$ cat src/sv/fps_pkg.sv
`default_nettype none

package fps_pkg;

  localparam int unsigned NUM_PAT    = 23;
  localparam int unsigned MAX_LEN    = 18;
  localparam int unsigned HIST_DEPTH = MAX_LEN - 1;
  localparam int unsigned IDX_W      = 5;

  typedef logic [7:0]               byte_t;
  typedef logic [NUM_PAT-1:0]       hit_vec_t;
  typedef logic [IDX_W-1:0]         pat_idx_t;
  typedef logic [8*MAX_LEN-1:0]     sig_t;
  // element 0 is the byte being scanned, element k the k-th older byte
  typedef logic [MAX_LEN-1:0][7:0]  window_t;
  typedef logic [HIST_DEPTH-1:0][7:0] hist_t;

  // Strings are right-justified: byte 0 holds the last character.
  localparam sig_t SIG_TABLE [NUM_PAT] = '{
    sig_t'("os.delete"),       sig_t'("os.remove"),      sig_t'("rm -rf"),
    sig_t'("system("),         sig_t'("subprocess"),     sig_t'("powershell"),
    sig_t'("invoke-webrequest"), sig_t'("wget "),        sig_t'("curl "),
    sig_t'("del "),            sig_t'("deletefile"),     sig_t'("removedirectory"),
    sig_t'("format c:"),       sig_t'("shutdown -s"),    sig_t'("shutdown /s"),
    sig_t'("rmdir /s /q"),     sig_t'("drop table"),     sig_t'("eval("),
    sig_t'("exec("),           sig_t'("shell.exec"),     sig_t'("malloc("),
    sig_t'("virtualallocex"),  sig_t'("createremotethread")
  };

  function automatic int unsigned sig_len(int unsigned p);
    int unsigned n;
    n = 0;
    for (int unsigned k = 0; k < MAX_LEN; k++) begin
      if (SIG_TABLE[p][8*k +: 8] != 8'h00) begin
        n = k + 1;
      end
    end
    return n;
  endfunction

  function automatic byte_t fold_case(byte_t c);
    byte_t r;
    r = c;
    if (c >= 8'h41 && c <= 8'h5A) begin
      r = c + 8'h20;
    end
    return r;
  endfunction

endpackage

`default_nettype wire

$ cat src/sv/fps_ifs.sv
`default_nettype none

interface fps_in_if;
  logic           valid;
  logic           ready;
  fps_pkg::byte_t data_byte;
  logic           byte_present;
  logic           last;

  modport source(output valid, data_byte, byte_present, last, input ready);
  modport sink(input valid, data_byte, byte_present, last, output ready);
endinterface

interface fps_out_if;
  logic              valid;
  logic              ready;
  logic              found;
  fps_pkg::pat_idx_t pattern_index;

  modport source(output valid, found, pattern_index, input ready);
  modport sink(input valid, found, pattern_index, output ready);
endinterface

`default_nettype wire

$ cat src/sv/fps_matcher.sv
`default_nettype none

// One comparator row per signature against the byte window.
module fps_matcher (
  input  var fps_pkg::window_t  win_i,
  output var fps_pkg::hit_vec_t match_o
);

  for (genvar p = 0; p < fps_pkg::NUM_PAT; p++) begin : g_pat
    localparam int unsigned Len = fps_pkg::sig_len(p);
    logic [fps_pkg::MAX_LEN-1:0] eq;

    for (genvar k = 0; k < fps_pkg::MAX_LEN; k++) begin : g_chr
      // positions beyond the signature length are don't-care
      assign eq[k] = (k >= Len) ||
                     (win_i[k] == fps_pkg::SIG_TABLE[p][8*k +: 8]);
    end

    assign match_o[p] = (Len != 0) && (&eq);
  end

endmodule

`default_nettype wire

$ cat src/sv/forbidden_pattern_scanner.sv
// forbidden_pattern_scanner
//
// Scans file content one byte per request for 23 built-in ASCII
// signatures, ignoring letter case. Input channel in_i carries data_byte,
// byte_present and last; a request with last set closes the file and
// produces exactly one verdict on out_o (found, pattern_index = lowest
// signature index that occurred, 0 when none). Requests without last
// produce nothing.
//
// Throughput: one request per cycle unless a last request waits behind a
// stalled verdict; the combinational comparator array against the 17-byte
// history sets the rate. Verdicts pass the input stage and output register.
//
// Reset (rst_ni low, async) empties both stages and clears history and hit
// flags. When the receiver stalls, the verdict waits in the output register
// and scanning continues; a second last request waits in the input stage,
// and only then does in_i.ready drop.

`default_nettype none

module forbidden_pattern_scanner (
  input  var logic  clk_i,
  input  var logic  rst_ni,
  fps_in_if.sink    in_i,
  fps_out_if.source out_o
);

  // input stage
  logic           s1_valid_q;
  fps_pkg::byte_t s1_data_q;
  logic           s1_present_q;
  logic           s1_last_q;
  logic           s1_go;

  // scan state
  fps_pkg::hist_t    hist_q, hist_d;
  fps_pkg::hit_vec_t hits_q, hits_d;

  // result register
  logic              out_valid_q, out_valid_d;
  logic              found_q;
  fps_pkg::pat_idx_t idx_q;

  fps_pkg::byte_t    cur_byte;
  fps_pkg::window_t  window;
  fps_pkg::hit_vec_t match_vec;
  fps_pkg::hit_vec_t hits_new;
  fps_pkg::pat_idx_t first_idx;

  // A non-last request always moves on; a last one needs a free result slot.
  assign s1_go      = s1_valid_q && (!s1_last_q || !out_valid_q || out_o.ready);
  assign in_i.ready = !s1_valid_q || s1_go;

  always_ff @(posedge clk_i or negedge rst_ni) begin
    if (!rst_ni) begin
      s1_valid_q <= 1'b0;
    end else if (in_i.ready) begin
      s1_valid_q <= in_i.valid;
    end
  end

  always_ff @(posedge clk_i) begin
    if (in_i.ready && in_i.valid) begin
      s1_data_q    <= in_i.data_byte;
      s1_present_q <= in_i.byte_present;
      s1_last_q    <= in_i.last;
    end
  end

  assign cur_byte = fps_pkg::fold_case(s1_data_q);
  assign window   = {hist_q, cur_byte};

  fps_matcher u_matcher (
    .win_i   (window),
    .match_o (match_vec)
  );

  // absent bytes neither match nor shift the history
  assign hits_new = s1_present_q ? (hits_q | match_vec) : hits_q;

  always_comb begin
    first_idx = '0;
    for (int i = fps_pkg::NUM_PAT - 1; i >= 0; i--) begin
      if (hits_new[i]) begin
        first_idx = fps_pkg::IDX_W'(i);
      end
    end
  end

  always_comb begin
    hist_d = hist_q;
    hits_d = hits_q;
    if (s1_go) begin
      if (s1_last_q) begin
        // verdict closes the file: nothing spans into the next one
        hist_d = '0;
        hits_d = '0;
      end else if (s1_present_q) begin
        hist_d = {hist_q[fps_pkg::HIST_DEPTH-2:0], cur_byte};
        hits_d = hits_new;
      end
    end
  end

  always_ff @(posedge clk_i or negedge rst_ni) begin
    if (!rst_ni) begin
      hist_q <= '0;
      hits_q <= '0;
    end else begin
      hist_q <= hist_d;
      hits_q <= hits_d;
    end
  end

  always_comb begin
    out_valid_d = out_valid_q && !out_o.ready;
    if (s1_go && s1_last_q) begin
      out_valid_d = 1'b1;
    end
  end

  always_ff @(posedge clk_i or negedge rst_ni) begin
    if (!rst_ni) begin
      out_valid_q <= 1'b0;
    end else begin
      out_valid_q <= out_valid_d;
    end
  end

  always_ff @(posedge clk_i) begin
    if (s1_go && s1_last_q) begin
      found_q <= |hits_new;
      idx_q   <= first_idx;
    end
  end

  assign out_o.valid         = out_valid_q;
  assign out_o.found         = found_q;
  assign out_o.pattern_index = idx_q;

endmodule

`default_nettype wire

$ cat src/flat_wrapper.sv
// flat-port wrapper written by rule: the top's interface ports become plain ports
module forbidden_pattern_scanner_flat 
  (clk_i, rst_ni, in_i_valid, in_i_data_byte, in_i_byte_present, in_i_last, in_i_ready, out_o_valid, out_o_found, out_o_pattern_index, out_o_ready);
  fps_in_if in_i_i ();
  fps_out_if out_o_i ();
  input  var logic clk_i;
  input  var logic rst_ni;
  input wire logic [$bits(in_i_i.valid)-1:0] in_i_valid;
  input wire logic [$bits(in_i_i.data_byte)-1:0] in_i_data_byte;
  input wire logic [$bits(in_i_i.byte_present)-1:0] in_i_byte_present;
  input wire logic [$bits(in_i_i.last)-1:0] in_i_last;
  output wire logic [$bits(in_i_i.ready)-1:0] in_i_ready;
  output wire logic [$bits(out_o_i.valid)-1:0] out_o_valid;
  output wire logic [$bits(out_o_i.found)-1:0] out_o_found;
  output wire logic [$bits(out_o_i.pattern_index)-1:0] out_o_pattern_index;
  input wire logic [$bits(out_o_i.ready)-1:0] out_o_ready;
  assign in_i_i.valid = in_i_valid;
  assign in_i_i.data_byte = in_i_data_byte;
  assign in_i_i.byte_present = in_i_byte_present;
  assign in_i_i.last = in_i_last;
  assign in_i_ready = in_i_i.ready;
  assign out_o_valid = out_o_i.valid;
  assign out_o_found = out_o_i.found;
  assign out_o_pattern_index = out_o_i.pattern_index;
  assign out_o_i.ready = out_o_ready;
  forbidden_pattern_scanner u_core (.clk_i(clk_i), .rst_ni(rst_ni), .in_i(in_i_i), .out_o(out_o_i));
endmodule
$ cat config.mk
export PLATFORM = sky130hd
export DESIGN_NAME = forbidden_pattern_scanner_flat
export DESIGN_NICKNAME = d
export VERILOG_FILES = /design/src/sv/fps_pkg.sv /design/src/sv/fps_ifs.sv /design/src/sv/fps_matcher.sv /design/src/sv/forbidden_pattern_scanner.sv /design/src/flat_wrapper.sv
export SDC_FILE = /design/constraint.sdc
export NUM_CORES = 1
export LEC_CHECK = 0
export ABC_AREA = 1
export BUFFER_PORTS_ARGS = -buffer_cell sky130_fd_sc_hd__buf_2
export CAP_MARGIN = 30
export CORE_ASPECT_RATIO = 1.5
export CORE_UTILIZATION = 30
export CTS_CLUSTER_SIZE = 8
export DETAILED_ROUTE_END_ITERATION = 8
export HOLD_SLACK_MARGIN = 0.12
export PLACE_DENSITY = 0.43
export SYNTH_ARGS = -nofsm -noshare
export SYNTH_HDL_FRONTEND = slang
export SYNTH_SLANG_ARGS = --single-unit
$ cat constraint.sdc
create_clock -name clk_i -period 3.15 [get_ports clk_i]
set_clock_uncertainty 0.1 [all_clocks]
set_input_delay 0.315 -clock clk_i [delete_from_list [all_inputs] [get_ports clk_i]]
set_output_delay 0.315 -clock clk_i [all_outputs]
set_load 0.01 [all_outputs]
# ---- Word level (Yosys, flattened, before mapping)
# Index checks and enable logic that the tools add are counted.
dict set report totals {
  register_bits 177
  output_inout_bits 8
  inputBits 14
}
dict set report op_classes {
  muxes 29
  n_eq_ne 133
  n_lt_le_gt_ge 2
  n_addsub 1
  n_reduce_logical 42
  bitwise_logic 1
}
# operator count
set ops {}
lappend ops {{$eq 8x7->1 const B} 120}
lappend ops {{$mux 136} 2}
lappend ops {{$eq 8x6->1 const B} 13}
lappend ops {{$mux 23} 3}
lappend ops {{$reduce_and 10->1} 5}
lappend ops {{$mux 5} 7}
lappend ops {{$reduce_and 11->1} 3}
lappend ops {{$mux 4} 8}
lappend ops {{$reduce_and 9->1} 3}
lappend ops {{$or 23x23->23} 1}
lappend ops {{$reduce_or 23->1} 1}
lappend ops {{$reduce_and 5->1} 4}
lappend ops {{$reduce_and 18->1} 1}
lappend ops {{$reduce_and 17->1} 1}
lappend ops {{$reduce_or 16->1} 1}
lappend ops {{$reduce_and 15->1} 1}
lappend ops {{$reduce_and 14->1} 1}
lappend ops {{$reduce_and 7->1} 2}
lappend ops {{$mux 3} 4}
lappend ops {{$add 8x6->8 const B} 1}
lappend ops {{$ge 8x7->1 const B} 1}
lappend ops {{$le 8x7->1 const B} 1}
lappend ops {{$mux 8} 1}
lappend ops {{$reduce_or 8->1} 1}
lappend ops {{other kinds (11)} 22}

# ---- Longest topological paths before layout
# Gate-level depths: netlist (run 1).
dict set report logic_depth {
  depth_word 29
  mapped_depth 30
}

# ---- Hierarchy
# A second synthesis (run 1) with hierarchy kept.
dict set report unflattened {
  cells_unflattened 1280
  area_unflattened_um2 9441.6
}
# mod area_per_inst_um2 n_inst cells_each seq_area_each_um2
set by_module_without_submodules {}
lappend by_module_without_submodules {forbidden_pattern_scanner 6756.5 1 650 4509.3}
lappend by_module_without_submodules {fps_matcher 2685.1 1 630 0.0}

# ---- Worst setup path before layout (run 1)
# Ideal clock, no wire load.
dict set report synth_timing {
  path_type {register to register}
  start {register u_core.s1_data_q[2]}
  end {register u_core.idx_q[0], in the netlist u_core.out_o.pattern_index[0] (data pin)}
  path_slack_ns 0.566
  stages_incl_launch_ff 25
  t_arrival_ns 2.231
  setup_time_ns 0.253
  required_ns 2.797
  path_cell_list {edfxtp_1 nor2_2 nand3_1 nand4_1 nand2_2 nor2_2 nand2_2 inv_2 nand4_1 nor3_1 a21oi_1 nand2_1 nand2_1 nand2_1 nand2_1 nand2_1 nand2_1 nand2_1 nand2_1 nand2_1 nand2_1 nand2_1 nand2_1 nand2_1 a21oi_2}
}
dict set report synth_via {
  elab_chain_len 28
}
# item line_no
set synth_rtl {}
lappend synth_rtl {{from (decl)} forbidden_pattern_scanner.sv:30} ;# fps_pkg::byte_t s1_data_q;
lappend synth_rtl {{from (signal assigned)} forbidden_pattern_scanner.sv:64} ;# s1_data_q <= in_i.data_byte;
lappend synth_rtl {{$ge 8x7->1 / $le 8x7->1 (equally long branches)} fps_pkg.sv:44} ;# if (c >= 8'h41 && c <= 8'h5A) begin
lappend synth_rtl {{$logic_and 1x1->1} fps_pkg.sv:44}
lappend synth_rtl {{$mux 8 (*)} fps_pkg.sv:44}
lappend synth_rtl {{$eq 8x7->1} fps_matcher.sv:16} ;# (win_i[k] == fps_pkg::SIG_TABLE[p][8*k +: 8]);
lappend synth_rtl {{$reduce_and 14->1} fps_matcher.sv:19} ;# assign match_o[p] = (Len != 0) && (&eq);
lappend synth_rtl {{$or 23x23->23 (*)} forbidden_pattern_scanner.sv:79} ;# assign hits_new = s1_present_q ? (hits_q | match_vec) : hits_q;
lappend synth_rtl {{$mux 23 (*)} forbidden_pattern_scanner.sv:79}
lappend synth_rtl {{$mux 5 (6 in series)} forbidden_pattern_scanner.sv:84} ;# if (hits_new[i]) begin
lappend synth_rtl {{$mux 4 (8 in series)} forbidden_pattern_scanner.sv:84}
lappend synth_rtl {{$mux 3 (4 in series)} forbidden_pattern_scanner.sv:84}
lappend synth_rtl {{$mux 2 (2 in series)} forbidden_pattern_scanner.sv:84}
lappend synth_rtl {{$mux 1} forbidden_pattern_scanner.sv:84}
lappend synth_rtl {{to (signal assigned)} forbidden_pattern_scanner.sv:133} ;# idx_q <= first_idx;
lappend synth_rtl {{to (decl)} forbidden_pattern_scanner.sv:42} ;# fps_pkg::pat_idx_t idx_q;
# Every way passes the cells marked *; elsewhere a longest branch is shown, timed or not.
# A chain may end at the register's enable or synchronous reset.

# ---- Final worst setup path (run 1)
dict set report layout_timing {
  start {register u_core.hist_q[47] in the netlist's numbering}
  end {register u_core.idx_q[0], in the netlist u_core.out_o.pattern_index[0] (data pin)}
}
dict set report layout_via {
  elab_chain_len 25
}
# item line_no
set layout_rtl {}
lappend layout_rtl {{from (decl)} forbidden_pattern_scanner.sv:36} ;# fps_pkg::hist_t hist_q, hist_d;
lappend layout_rtl {{from (signal assigned)} forbidden_pattern_scanner.sv:110} ;# hist_q <= hist_d;
lappend layout_rtl {{$eq 8x7->1} fps_matcher.sv:16}
lappend layout_rtl {{$reduce_and 14->1} fps_matcher.sv:19}
lappend layout_rtl {{$or 23x23->23 (*)} forbidden_pattern_scanner.sv:79}
lappend layout_rtl {{$mux 23 (*)} forbidden_pattern_scanner.sv:79}
lappend layout_rtl {{$mux 5 (6 in series)} forbidden_pattern_scanner.sv:84}
lappend layout_rtl {{$mux 4 (8 in series)} forbidden_pattern_scanner.sv:84}
lappend layout_rtl {{$mux 3 (4 in series)} forbidden_pattern_scanner.sv:84}
lappend layout_rtl {{$mux 2 (2 in series)} forbidden_pattern_scanner.sv:84}
lappend layout_rtl {{$mux 1} forbidden_pattern_scanner.sv:84}
# Marks and branches as above.

==> results of run 1 <==
==> power by group <==
| part | switching [mW] | internal, mW | total (mW) |
|---|---|---|---|
| Clock | 1.05 | 1.21 | 2.26 |
| Sequential | 0.0240 | 2.33 | 2.36 |
| Combinational | 0.309 | 0.159 | 0.469 |
| Total | 1.38 | 3.70 | 5.08 |
==> cells by family (layout without fill, tap and decap cells) <==
logic type | count (synthesis) | count (layout)
and+or+nand+nor | 493 | 493
adders and majority gates | 1 | 1
AOI/OAI and AO/OA | 177 | 177
buffers and inverters | 255 | 531
DFF | 177 | 177
==> layout by cell type (no fill, tap or decap), drive strengths merged, types with 2 or more instances in the layout <==
| master | instances |
|---|---|
| buf | 263 |
| inv | 231 |
| dfrtp | 161 |
| nand2 | 150 |
| nor2 | 137 |
| o22ai | 132 |
| nor3 | 53 |
| nand3 | 51 |
| nor4 | 47 |
| nand4 | 46 |
| o21ai | 21 |
| clkbuf | 17 |
| a21oi | 17 |
| edfxtp | 16 |
| dlygate4sd3 | 13 |
| nand3b | 6 |
| clkinv | 5 |
| bufinv | 2 |
==> worst min path at each step <==
stage,start,end,slack (ns),cells after the start
after floorplan,rst_ni,u_core.hist_q[0],-0.08,0
after global placement,rst_ni,u_core.hits_q[1],0.16,1
after detailed placement,rst_ni,u_core.hits_q[2],0.15,1
after CTS,rst_ni,u_core.hits_q[2],0.23,2
after global routing,rst_ni,u_core.hits_q[2],0.24,2
final,rst_ni,u_core.hits_q[2],0.23,2
==> area by class of cell <==
| type | count | area (µm²) |
|---|---|---|
| fill | 3042 | 16700 |
| clock buffer | 17 | 425 |
| clock inverter | 15 | 193 |
| sequential | 177 | 4510 |
| inverter | 223 | 840 |
| multi-input combinational | 671 | 3600 |
| tap | 390 | 488 |
| timing repair buffer | 276 | 2130 |
==> layer usage <==
metal / GRT usage (%) / part of all wire, % / vias up
met3: 3.86 / 2.8 / 82
li1: - / - / 4275
met4: 14.1 / 5.4 / 0
met5: 0 / 0 / -
met2: 48.2 / 54 / 187
met1: 27.7 / 37 / 4315
==> what timing repair did <==
item                                   in CTS  in global routing
pin swaps                                   0                 11
setup endpoints to repair                   1                  5
endpoints found under the hold margin     164                  0
setup buffers                               0                  8
gates resized for setup                     8                 33
hold buffers                               13                  0
==> registers in the layout, summed over array words and instances, names as in the netlist <==
name                        cells
u_core.hits_q                  23
u_core.s1_last_q                1
u_core.out_o.found              1
u_core.out_o.valid              1
u_core.s1_data_q                8
u_core.hist_q                 136
u_core.s1_valid_q               1
u_core.s1_present_q             1
u_core.out_o.pattern_index      5
==> through the flow <==
stage | power, mW | cell area (µm²)
6_report | 5.08 | 12200
3_5_place_dp | 2.85 | 11200
5_1_grt | 5.28 | 12200
2_1_floorplan | 2.60 | 8880
4_1_cts | 5.14 | 12000
3_3_place_gp | 2.85 | 11200
==> flow_metrics.tcl, run 1 <==
set metrics [dict create \
    cp.arrival_ns 3.21 \
    synth_edf_count 16 \
    initial_core_util_pct 30.7 \
    status "finished, final reports clean" \
    r2r_cells 24 \
    htree_levels 4 \
    drv_slew 0 \
    syn_to_final_growth_pct 37.3 \
    grt_pass1_wl_um 55900 \
    clock-sinks 177 \
    path_cells "inv_2 -> nand2_1 -> nor3_1 -> buf_4 -> nand3_1 -> nor2_1 -> inv_1 -> nor4_1 -> buf_4 -> nand4_1 -> nor2_1 -> nor2_1 -> nand2_1 -> nand2_1 -> nand2_1 -> nand2_1 -> nand2_1 -> nand2_1 -> nand2_1 -> nand2_1 -> nand2_1 -> nand2_1 -> nand2_1 -> a21oi_2" \
    synth.net_count 1118 \
    antenna_left 0 \
    ys_ff_latch 177 \
    hold_path_class "in2async" \
    holdWs_ns 0.233 \
    io_pins 22 \
    synth_top_area_cell "dfrtp_1" \
    cts_root_buffer "clkbuf_16" \
    slew_headroom_pct 56.7 \
    critPathRequiredTime_ns 3.26 \
    finalHoldViolCount 0 \
    vias_per_cell 5.01 \
    grt_pass1_vias 9124 \
    synth_area_um2 8880 \
    finalWorstSetupSlack_ns 0.0576 \
    critPathTopFamily "simple AND/OR/NAND/NOR gates" \
    hpwl_um 30200 \
    synth_compound_area_share_pct 12.2 \
    endpoint "u_core.out_o.pattern_index[0]" \
    power.leakage_nw 5.38 \
    period_needed_ns 3.09 \
    final.setup.tns_ns 0 \
    die_width_um 142 \
    dr.first_iter.drc_count 393 \
    end_kind "flop" \
    grt-ovfl-total 0 \
    critPathLaunch "u_core.hist_q[47]" \
    syn_area_per_cell_um2 8.05 \
    core_area_um2 28900 \
    synth-xor-area-share_pct 0 \
    crit_path_start_kind "flop" \
    track_usage_pct 25.8 \
    dp.cells 1716 \
    grt_max_degree 65 \
    clk_pin_slew_ns 0.07 \
    rsz0062_at_grt "yes" \
    rrSetupSlack_ns 0.06 \
    gp_congestion 0.976 \
    worst-path-buf-inv 4 \
    max_freq_mhz 323 \
    r2r-start "u_core.hist_q[47]" \
    synth_most_common_cell "inv_1" \
    drt_first_pass_iters 5 \
    yosysTopAreaCellShare_pct 45.4 \
    clock_path_buffers 2 \
    dp_slack_ns -0.150 \
    antenna_cells 0 \
    max_stage_delay_ns 0.39 \
    syn_inst 1103 \
    clk_latency_ns 0.46 \
    yosysSeqAreaShare_pct 50.8 \
    power_density_nw_per_um2 417 \
    setup_viol 0 \
    drive_gt1_share_pct 26.9 \
    drv_cap 0 \
    ys.flop_type "dfrtp_1" \
    io_buffer_count 21 \
    die_height_um 213 \
    synth_commonest_cells "206 x inv_1, 161 x dfrtp_1, 143 x nand2_1" \
    path_class "reg2reg" \
    nNetsFinal 1381 \
    cp.depth 24 \
    slowest_stage "dfrtp_1" \
    synthDistinctLibCells 35 \
    avgRoutedWirePerCell_um 21.0 \
    ys.warnings.count 0 \
    antenna_found_initial 0 \
    cp_max_fo 2 \
    die-area_um2 30300 \
    vdd_drop_max_mv 0.343 \
    cts_tree "built" \
    finalCritPeriodShare_pct 98.2 \
    synthAdderAreaFrac_pct 0.141 \
    drcViolationCount 0 \
    fin_cells 1769 \
    worstReg2RegEnd "u_core.out_o.pattern_index[0]" \
    synth_top_cells_by_area "dfrtp_1 45%, o22ai_1 9.3%, inv_1 8.7%" \
    synthSimpleGateAreaFrac_pct 26.1 \
    num_rows 76 \
    drt-total-wl_um 37200 \
    vias 8859 \
    cpMostUsedCell "nand2_1" \
    synthArstFlopShare_pct 91.0 \
    synth_mux_area_share_pct 0 \
    worst_pin_slew_ns 0.647 \
    numCtsBuffers 17 \
    synth_top_family_by_area "simple AND/OR/NAND/NOR gates" \
    post-route-util_pct 42.2 \
]
No activity file was read; power rests on OpenSTA's default activity.
==> run 2, diff against run 1 <==
--- a/config.mk
+++ b/config.mk
@@ -13,7 +13,7 @@
 export CTS_CLUSTER_SIZE = 8
 export DETAILED_ROUTE_END_ITERATION = 8
 export HOLD_SLACK_MARGIN = 0.12
-export PLACE_DENSITY = 0.43
+export PLACE_DENSITY = 0.45
 export SYNTH_ARGS = -nofsm -noshare
 export SYNTH_HDL_FRONTEND = slang
 export SYNTH_SLANG_ARGS = --single-unit
==> constraint.sdc (replaced) <==
create_clock -name clk_i -period 2.55 [get_ports clk_i]
set_clock_uncertainty 0.1 [all_clocks]
set_input_delay 0.255 -clock clk_i [delete_from_list [all_inputs] [get_ports clk_i]]
set_output_delay 0.255 -clock clk_i [all_outputs]
set_load 0.01 [all_outputs]
==> flow_metrics.tcl, run 2 (synthesis results as in run 1) <==
set metrics [dict create \
    worst-path-buf-inv 4 \
    core_area_um2 28900 \
    clock_power_share_pct 41.3 \
    cts_root_buffer "clkbuf_16" \
    cp_max_fo 3 \
    finalHoldViolCount 0 \
    cp.depth 21 \
    clk_pin_slew_ns 0.07 \
    drv_cap 0 \
    rrSetupSlack_ns -0.42 \
    die-area_um2 30300 \
    drt-total-wl_um 38900 \
    max_freq_mhz 337 \
    setup_viol 8 \
    seqCellArea_um2 4510 \
    power_density_nw_per_um2 436 \
    slew_headroom_pct 60.0 \
    cts_tree "built" \
    vias_per_cell 4.89 \
    end_kind "flop" \
    dp.cells 1882 \
    die_width_um 142 \
    top_register "u_core.hist_q" \
    r2r_cells 21 \
    period_needed_ns 2.97 \
    gp_congestion 1.02 \
    max_stage_delay_ns 0.37 \
    combPwrFrac_pct 11.4 \
    worstReg2RegEnd "u_core.out_o.pattern_index[1]" \
    antenna_found_initial 0 \
    p_sw_mw 1.71 \
    finalCritPeriodShare_pct 116 \
    critPathRequiredTime_ns 2.77 \
    fin_cells 1979 \
    path_class "reg2reg" \
    grt_max_degree 108 \
    slowest_stage "dfrtp_1" \
    reg_top3 "u_core.hist_q x136, u_core.hits_q x23, u_core.s1_data_q x8" \
    track_usage_pct 26.9 \
    clock-sinks 177 \
    vdd_drop_max_mv 0.423 \
    multi_input_area_um2 3890 \
    critPathLaunch "u_core.hist_q[31]" \
    drive_gt1_share_pct 39.3 \
    hpwl_um 30700 \
    drv_slew 0 \
    hold_path_class "in2async" \
    p_int_mw 4.45 \
    die_height_um 213 \
    endpoint "u_core.out_o.pattern_index[1]" \
    antenna_cells 0 \
    layout_common_cells "405 x buf_4, 200 x inv_1, 161 x dfrtp_1" \
    post-route-util_pct 49.0 \
    grt_pass1_wl_um 58600 \
    htree_levels 4 \
    grt-ovfl-total 0 \
    largest_reg_flops 136 \
    nNetsFinal 1591 \
    power.leakage_nw 6.46 \
    path_cells "inv_2 -> nand2_2 -> buf_6 -> nor3_4 -> buf_6 -> clkinvlp_4 -> nor2_1 -> nand4_1 -> nor3_2 -> nand4_1 -> nor2_1 -> nor2_2 -> nor2_1 -> a21oi_1 -> nor2_1 -> nor2_1 -> o21ai_1 -> nand2_1 -> nand2_1 -> nand2_1 -> a21boi_1" \
    rsz0062_at_grt "yes" \
    seq_power_share_pct 47.3 \
    fillCellCount 2872 \
    initial_core_util_pct 30.7 \
    num_rows 76 \
    vias 9682 \
    r2r-start "u_core.hist_q[31]" \
    clock_path_buffers 2 \
    io_buffer_count 21 \
    numCtsBuffers 17 \
    crit_path_start_kind "flop" \
    cpMostUsedCell "nor2_1" \
    antenna_left 0 \
    clk_latency_ns 0.46 \
    layout_commonest_cell "buf_4" \
    cp.arrival_ns 3.18 \
    syn_to_final_growth_pct 59.4 \
    worst_pin_slew_ns 0.601 \
    final.setup.tns_ns -2.25 \
    finalWorstSetupSlack_ns -0.417 \
    avgRoutedWirePerCell_um 19.6 \
    io_pins 22 \
    drcViolationCount 0 \
    violations "setup timing" \
    grt_pass1_vias 10100 \
    power.share.switching_pct 27.8 \
    status "complete, but fails checks" \
    dr.first_iter.drc_count 387 \
    drt_first_pass_iters 5 \
    critPathTopFamily "simple AND/OR/NAND/NOR gates" \
]
==> run 2: cell count changes in the layout (fill, tap and decap cells not counted), moves of 5 or more <==
cell,before,now
buf_4,236,405
nor2_1,120,107
nor2_2,12,20
nand2_1,139,130
nand2_4,1,7
buf_6,1,42
nor2_4,5,10
==> run 2: routing by layer <==
metal	vias up	part of all wire [%]	global-route usage, %
li1	4693	-	-
met2	200	53	50.0
met1	4670	36	27.1
met3	119	3.2	4.53
met4	0	7.1	18.8
met5	-	0	0
==> run 2: worst min-delay path by stage <==
stage               depth (start not counted)    from               end
CTS                                         2  rst_ni  u_core.hits_q[1]
finish                                      2  rst_ni  u_core.hits_q[1]
global route                                2  rst_ni  u_core.hits_q[1]
floorplan                                   0  rst_ni  u_core.hist_q[0]
global placement                            1  rst_ni  u_core.hits_q[2]
detailed placement                          1  rst_ni  u_core.hits_q[1]
==> run 2: timing repair <==
| item | CTS | global route |
|---|---|---|
| hold endpoints to repair | 64 | 0 |
| setup endpoints to repair | 14 | 17 |
| setup buffers | 55 | 5 |
| hold buffers | 13 | 0 |
| gates resized for setup | 93 | 55 |
| pin swaps | 33 | 28 |
==> run 2: final cells by class <==
class,instances,area share [%]
sequential,177,31.9
multi-input combinational,671,27.5
timing repair buffer,486,27.3
inverter,223,5.98
tap,390,3.45
clock buffer,19,3.06
clock inverter,13,0.849
==> run 2: worst register-to-register path: cells and delay by family (launching register included) <==
family | cells | cell delay [ns]
compound gates | 3 | 0.29
buf+inv | 4 | 0.43
flops | 1 | 0.37
simple gates | 14 | 1.64
==> run 2: power by group through the flow <==
stage               Clock (mW)  Sequential, mW  Combinational (mW)
floorplan                    0            2.97               0.243
global placement             0            2.97               0.609
detailed placement           0            2.97               0.606
CTS                       2.60            2.92               0.684
global route              2.72            2.92               0.756
finish                    2.55            2.92               0.701
==> run 2: through the flow <==
step	setup WS, ns	instance area, µm²	hold slack, ns	power (mW)
2_1_floorplan	0.000155	8890	-0.141	3.21
3_3_place_gp	-0.773	12500	0.181	3.58
3_5_place_dp	-0.735	12500	0.177	3.58
4_1_cts	-0.477	13900	0.252	6.20
5_1_grt	-0.696	14200	0.284	6.40
6_report	-0.417	14200	0.242	6.17
==> run 3, diff against run 2 <==
--- a/config.mk
+++ b/config.mk
@@ -13,7 +13,7 @@
 export CTS_CLUSTER_SIZE = 8
 export DETAILED_ROUTE_END_ITERATION = 8
 export HOLD_SLACK_MARGIN = 0.12
-export PLACE_DENSITY = 0.45
+export PLACE_DENSITY = 0.43
 export SYNTH_ARGS = -nofsm -noshare
 export SYNTH_HDL_FRONTEND = slang
 export SYNTH_SLANG_ARGS = --single-unit
==> constraint.sdc (replaced) <==
create_clock -name clk_i -period 3.4 [get_ports clk_i]
set_clock_uncertainty 0.1 [all_clocks]
set_input_delay 0.34 -clock clk_i [delete_from_list [all_inputs] [get_ports clk_i]]
set_output_delay 0.34 -clock clk_i [all_outputs]
set_load 0.01 [all_outputs]
==> flow_metrics.tcl, run 3 (synthesis results as in run 1) <==
set metrics [dict create \
    status "finished, final reports clean" \
    fillCellCount 3056 \
    numCtsBuffers 17 \
    dr.first_iter.drc_count 420 \
    power.leakage_nw 5.06 \
    finalWorstSetupSlack_ns 0.238 \
    grt_pass1_vias 8754 \
    dp_slack_ns -0.390 \
    power_density_nw_per_um2 403 \
    num_rows 76 \
    combPwrFrac_pct 8.8 \
    nNetsFinal 1304 \
    die-area_um2 30300 \
    end_kind "flop" \
    seq_power_share_pct 46.9 \
    drive_gt1_share_pct 21.8 \
    core_area_um2 28900 \
    setup_viol 0 \
    grt-ovfl-total 0 \
    vias 8578 \
    period_needed_ns 3.16 \
    power.share.switching_pct 26.2 \
    largest_reg_flops 136 \
    clk_latency_ns 0.47 \
    finalHoldViolCount 0 \
    avgRoutedWirePerCell_um 22.0 \
    grt_pass1_wl_um 55200 \
    worst_pin_slew_ns 0.830 \
    drv_cap 0 \
    clk_pin_slew_ns 0.07 \
    top_register "u_core.hist_q" \
    finalCritPeriodShare_pct 93.0 \
    gp_congestion 0.946 \
    syn_to_final_growth_pct 30.4 \
    critPathRequiredTime_ns 3.52 \
    drv_slew 0 \
    wl_met1_um 13700 \
    htree_levels 4 \
    worstReg2RegEnd "u_core.out_o.pattern_index[0]" \
    io_pins 22 \
    reg_top3 "u_core.hist_q x136, u_core.hits_q x23, u_core.s1_data_q x8" \
    antenna_cells 0 \
    track_usage_pct 25.8 \
    crit_path_start_kind "flop" \
    die_height_um 213 \
    post-route-util_pct 40.0 \
    wl_met3_um 1100 \
    wl_met2_um 20000 \
    clock_path_buffers 2 \
    top_layer "met4" \
    clock-sinks 177 \
    cp.arrival_ns 3.28 \
    hold_path_class "in2async" \
    drt-total-wl_um 37100 \
    die_width_um 142 \
    cts_tree "built" \
    layout_commonest_cell "inv_1" \
    drt_first_pass_iters 5 \
    hpwl_um 30000 \
    rrSetupSlack_ns 0.24 \
    vias_per_cell 5.07 \
    cts_root_buffer "clkbuf_16" \
    slew_headroom_pct 44.1 \
    p_int_mw 3.45 \
    r2r-start "u_core.hist_q[2]" \
    r2r_cells 21 \
    p_sw_mw 1.22 \
    vdd_drop_max_mv 0.355 \
    antenna_found_initial 0 \
    drcViolationCount 0 \
    cp_max_fo 5 \
    initial_core_util_pct 30.7 \
    antenna_left 0 \
    grt_max_degree 58 \
    clock_power_share_pct 44.3 \
    io_buffer_count 21 \
    layout_common_cells "203 x inv_1, 160 x dfrtp_1, 157 x buf_4" \
    holdWs_ns 0.249 \
    max_freq_mhz 316 \
    path_class "reg2reg" \
]
[run 3: changes by cell type in the layout (fill, tap and decap cells not counted), sizes merged]
| cell | change |
|---|---|
| buf | -287 |
| inv | -4 |
| bufinv | +2 |
| clkbuf | +2 |
| clkinv | +1 |
| clkinvlp | -1 |
[run 3: cell type report]
cell class | instances | area [µm²] | area share (%)
Inverter | 223 | 848 | 7.33
Clock buffer | 21 | 472 | 4.07
Sequential cell | 177 | 4510 | 39.0
Multi-Input combinational cell | 671 | 3560 | 30.8
Tap cell | 390 | 488 | 4.22
Clock inverter | 11 | 125 | 1.08
Timing Repair Buffer | 199 | 1570 | 13.6
[run 3: repair_timing]
item | in CTS | in global routing
pin swaps | 3 | 15
setup buffers | 6 | 10
endpoints found under the setup margin | 6 | 2
hold endpoints to repair | 103 | 0
gates resized for setup | 6 | 33
hold buffers | 13 | 0
[run 3: critical path: stages (launching register included)]
cell and delay, ns:
dfrtp_1 0.44, nor2_1 0.11, inv_1 0.11, nor2_1 0.28, nand2_1 0.24, nor4_1 0.35, buf_4 0.16, nand4_1 0.22
nor2_1 0.16, nor2_1 0.09, nand2_1 0.08, nand2_1 0.04, nand2_1 0.06, nand2_1 0.06, nand2_2 0.07, nand2_2 0.05
nand2_1 0.05, nand2_1 0.04, nand2_1 0.05, nand2_1 0.04, nand2_1 0.07, a21oi_2 0.05
[run 3: power by group through the flow]
stage          Clock [mW]  Combinational [mW]  Sequential, mW
2_1_floorplan           0               0.181            2.23
3_3_place_gp            0               0.379            2.23
3_5_place_dp            0               0.375            2.23
4_1_cts              2.10               0.397            2.19
5_1_grt              2.18               0.447            2.19
6_report             2.07               0.410            2.19
[run 3: how the worst max path moves through the flow]
stage                                   start                            end  slack (ns)  cells past startpoint
after floorplan           u_core.s1_data_q[2]  u_core.out_o.pattern_index[0]        0.82                     24
after detailed placement  u_core.s1_data_q[3]  u_core.out_o.pattern_index[0]       -0.39                     27
final                        u_core.hist_q[2]  u_core.out_o.pattern_index[0]        0.24                     21
after global placement    u_core.s1_data_q[3]  u_core.out_o.pattern_index[0]       -0.36                     27
after CTS                 u_core.s1_data_q[3]  u_core.out_o.pattern_index[0]        0.01                     25
after global routing      u_core.s1_data_q[0]  u_core.out_o.pattern_index[0]      -0.005                     30
[run 3: routing by layer]
layer / vias to the layer above / track usage (%)
li1: 4125 / -
met1: 4172 / 26.7
met2: 199 / 48.3
met3: 82 / 3.63
met4: 0 / 16.8
met5: - / 0
[run 3: per-stage QoR]
step                      power [mW]  area [µm²]  std cells  setup TNS [ns]
after floorplan                 2.41        8880       1103               0
after global placement          2.61       10600       1631          -0.822
after detailed placement        2.61       10600       1631          -0.902
after CTS                       4.69       11400       1682               0
after global routing            4.82       11600       1692        -0.00493
final                           4.67       11600       1692               0
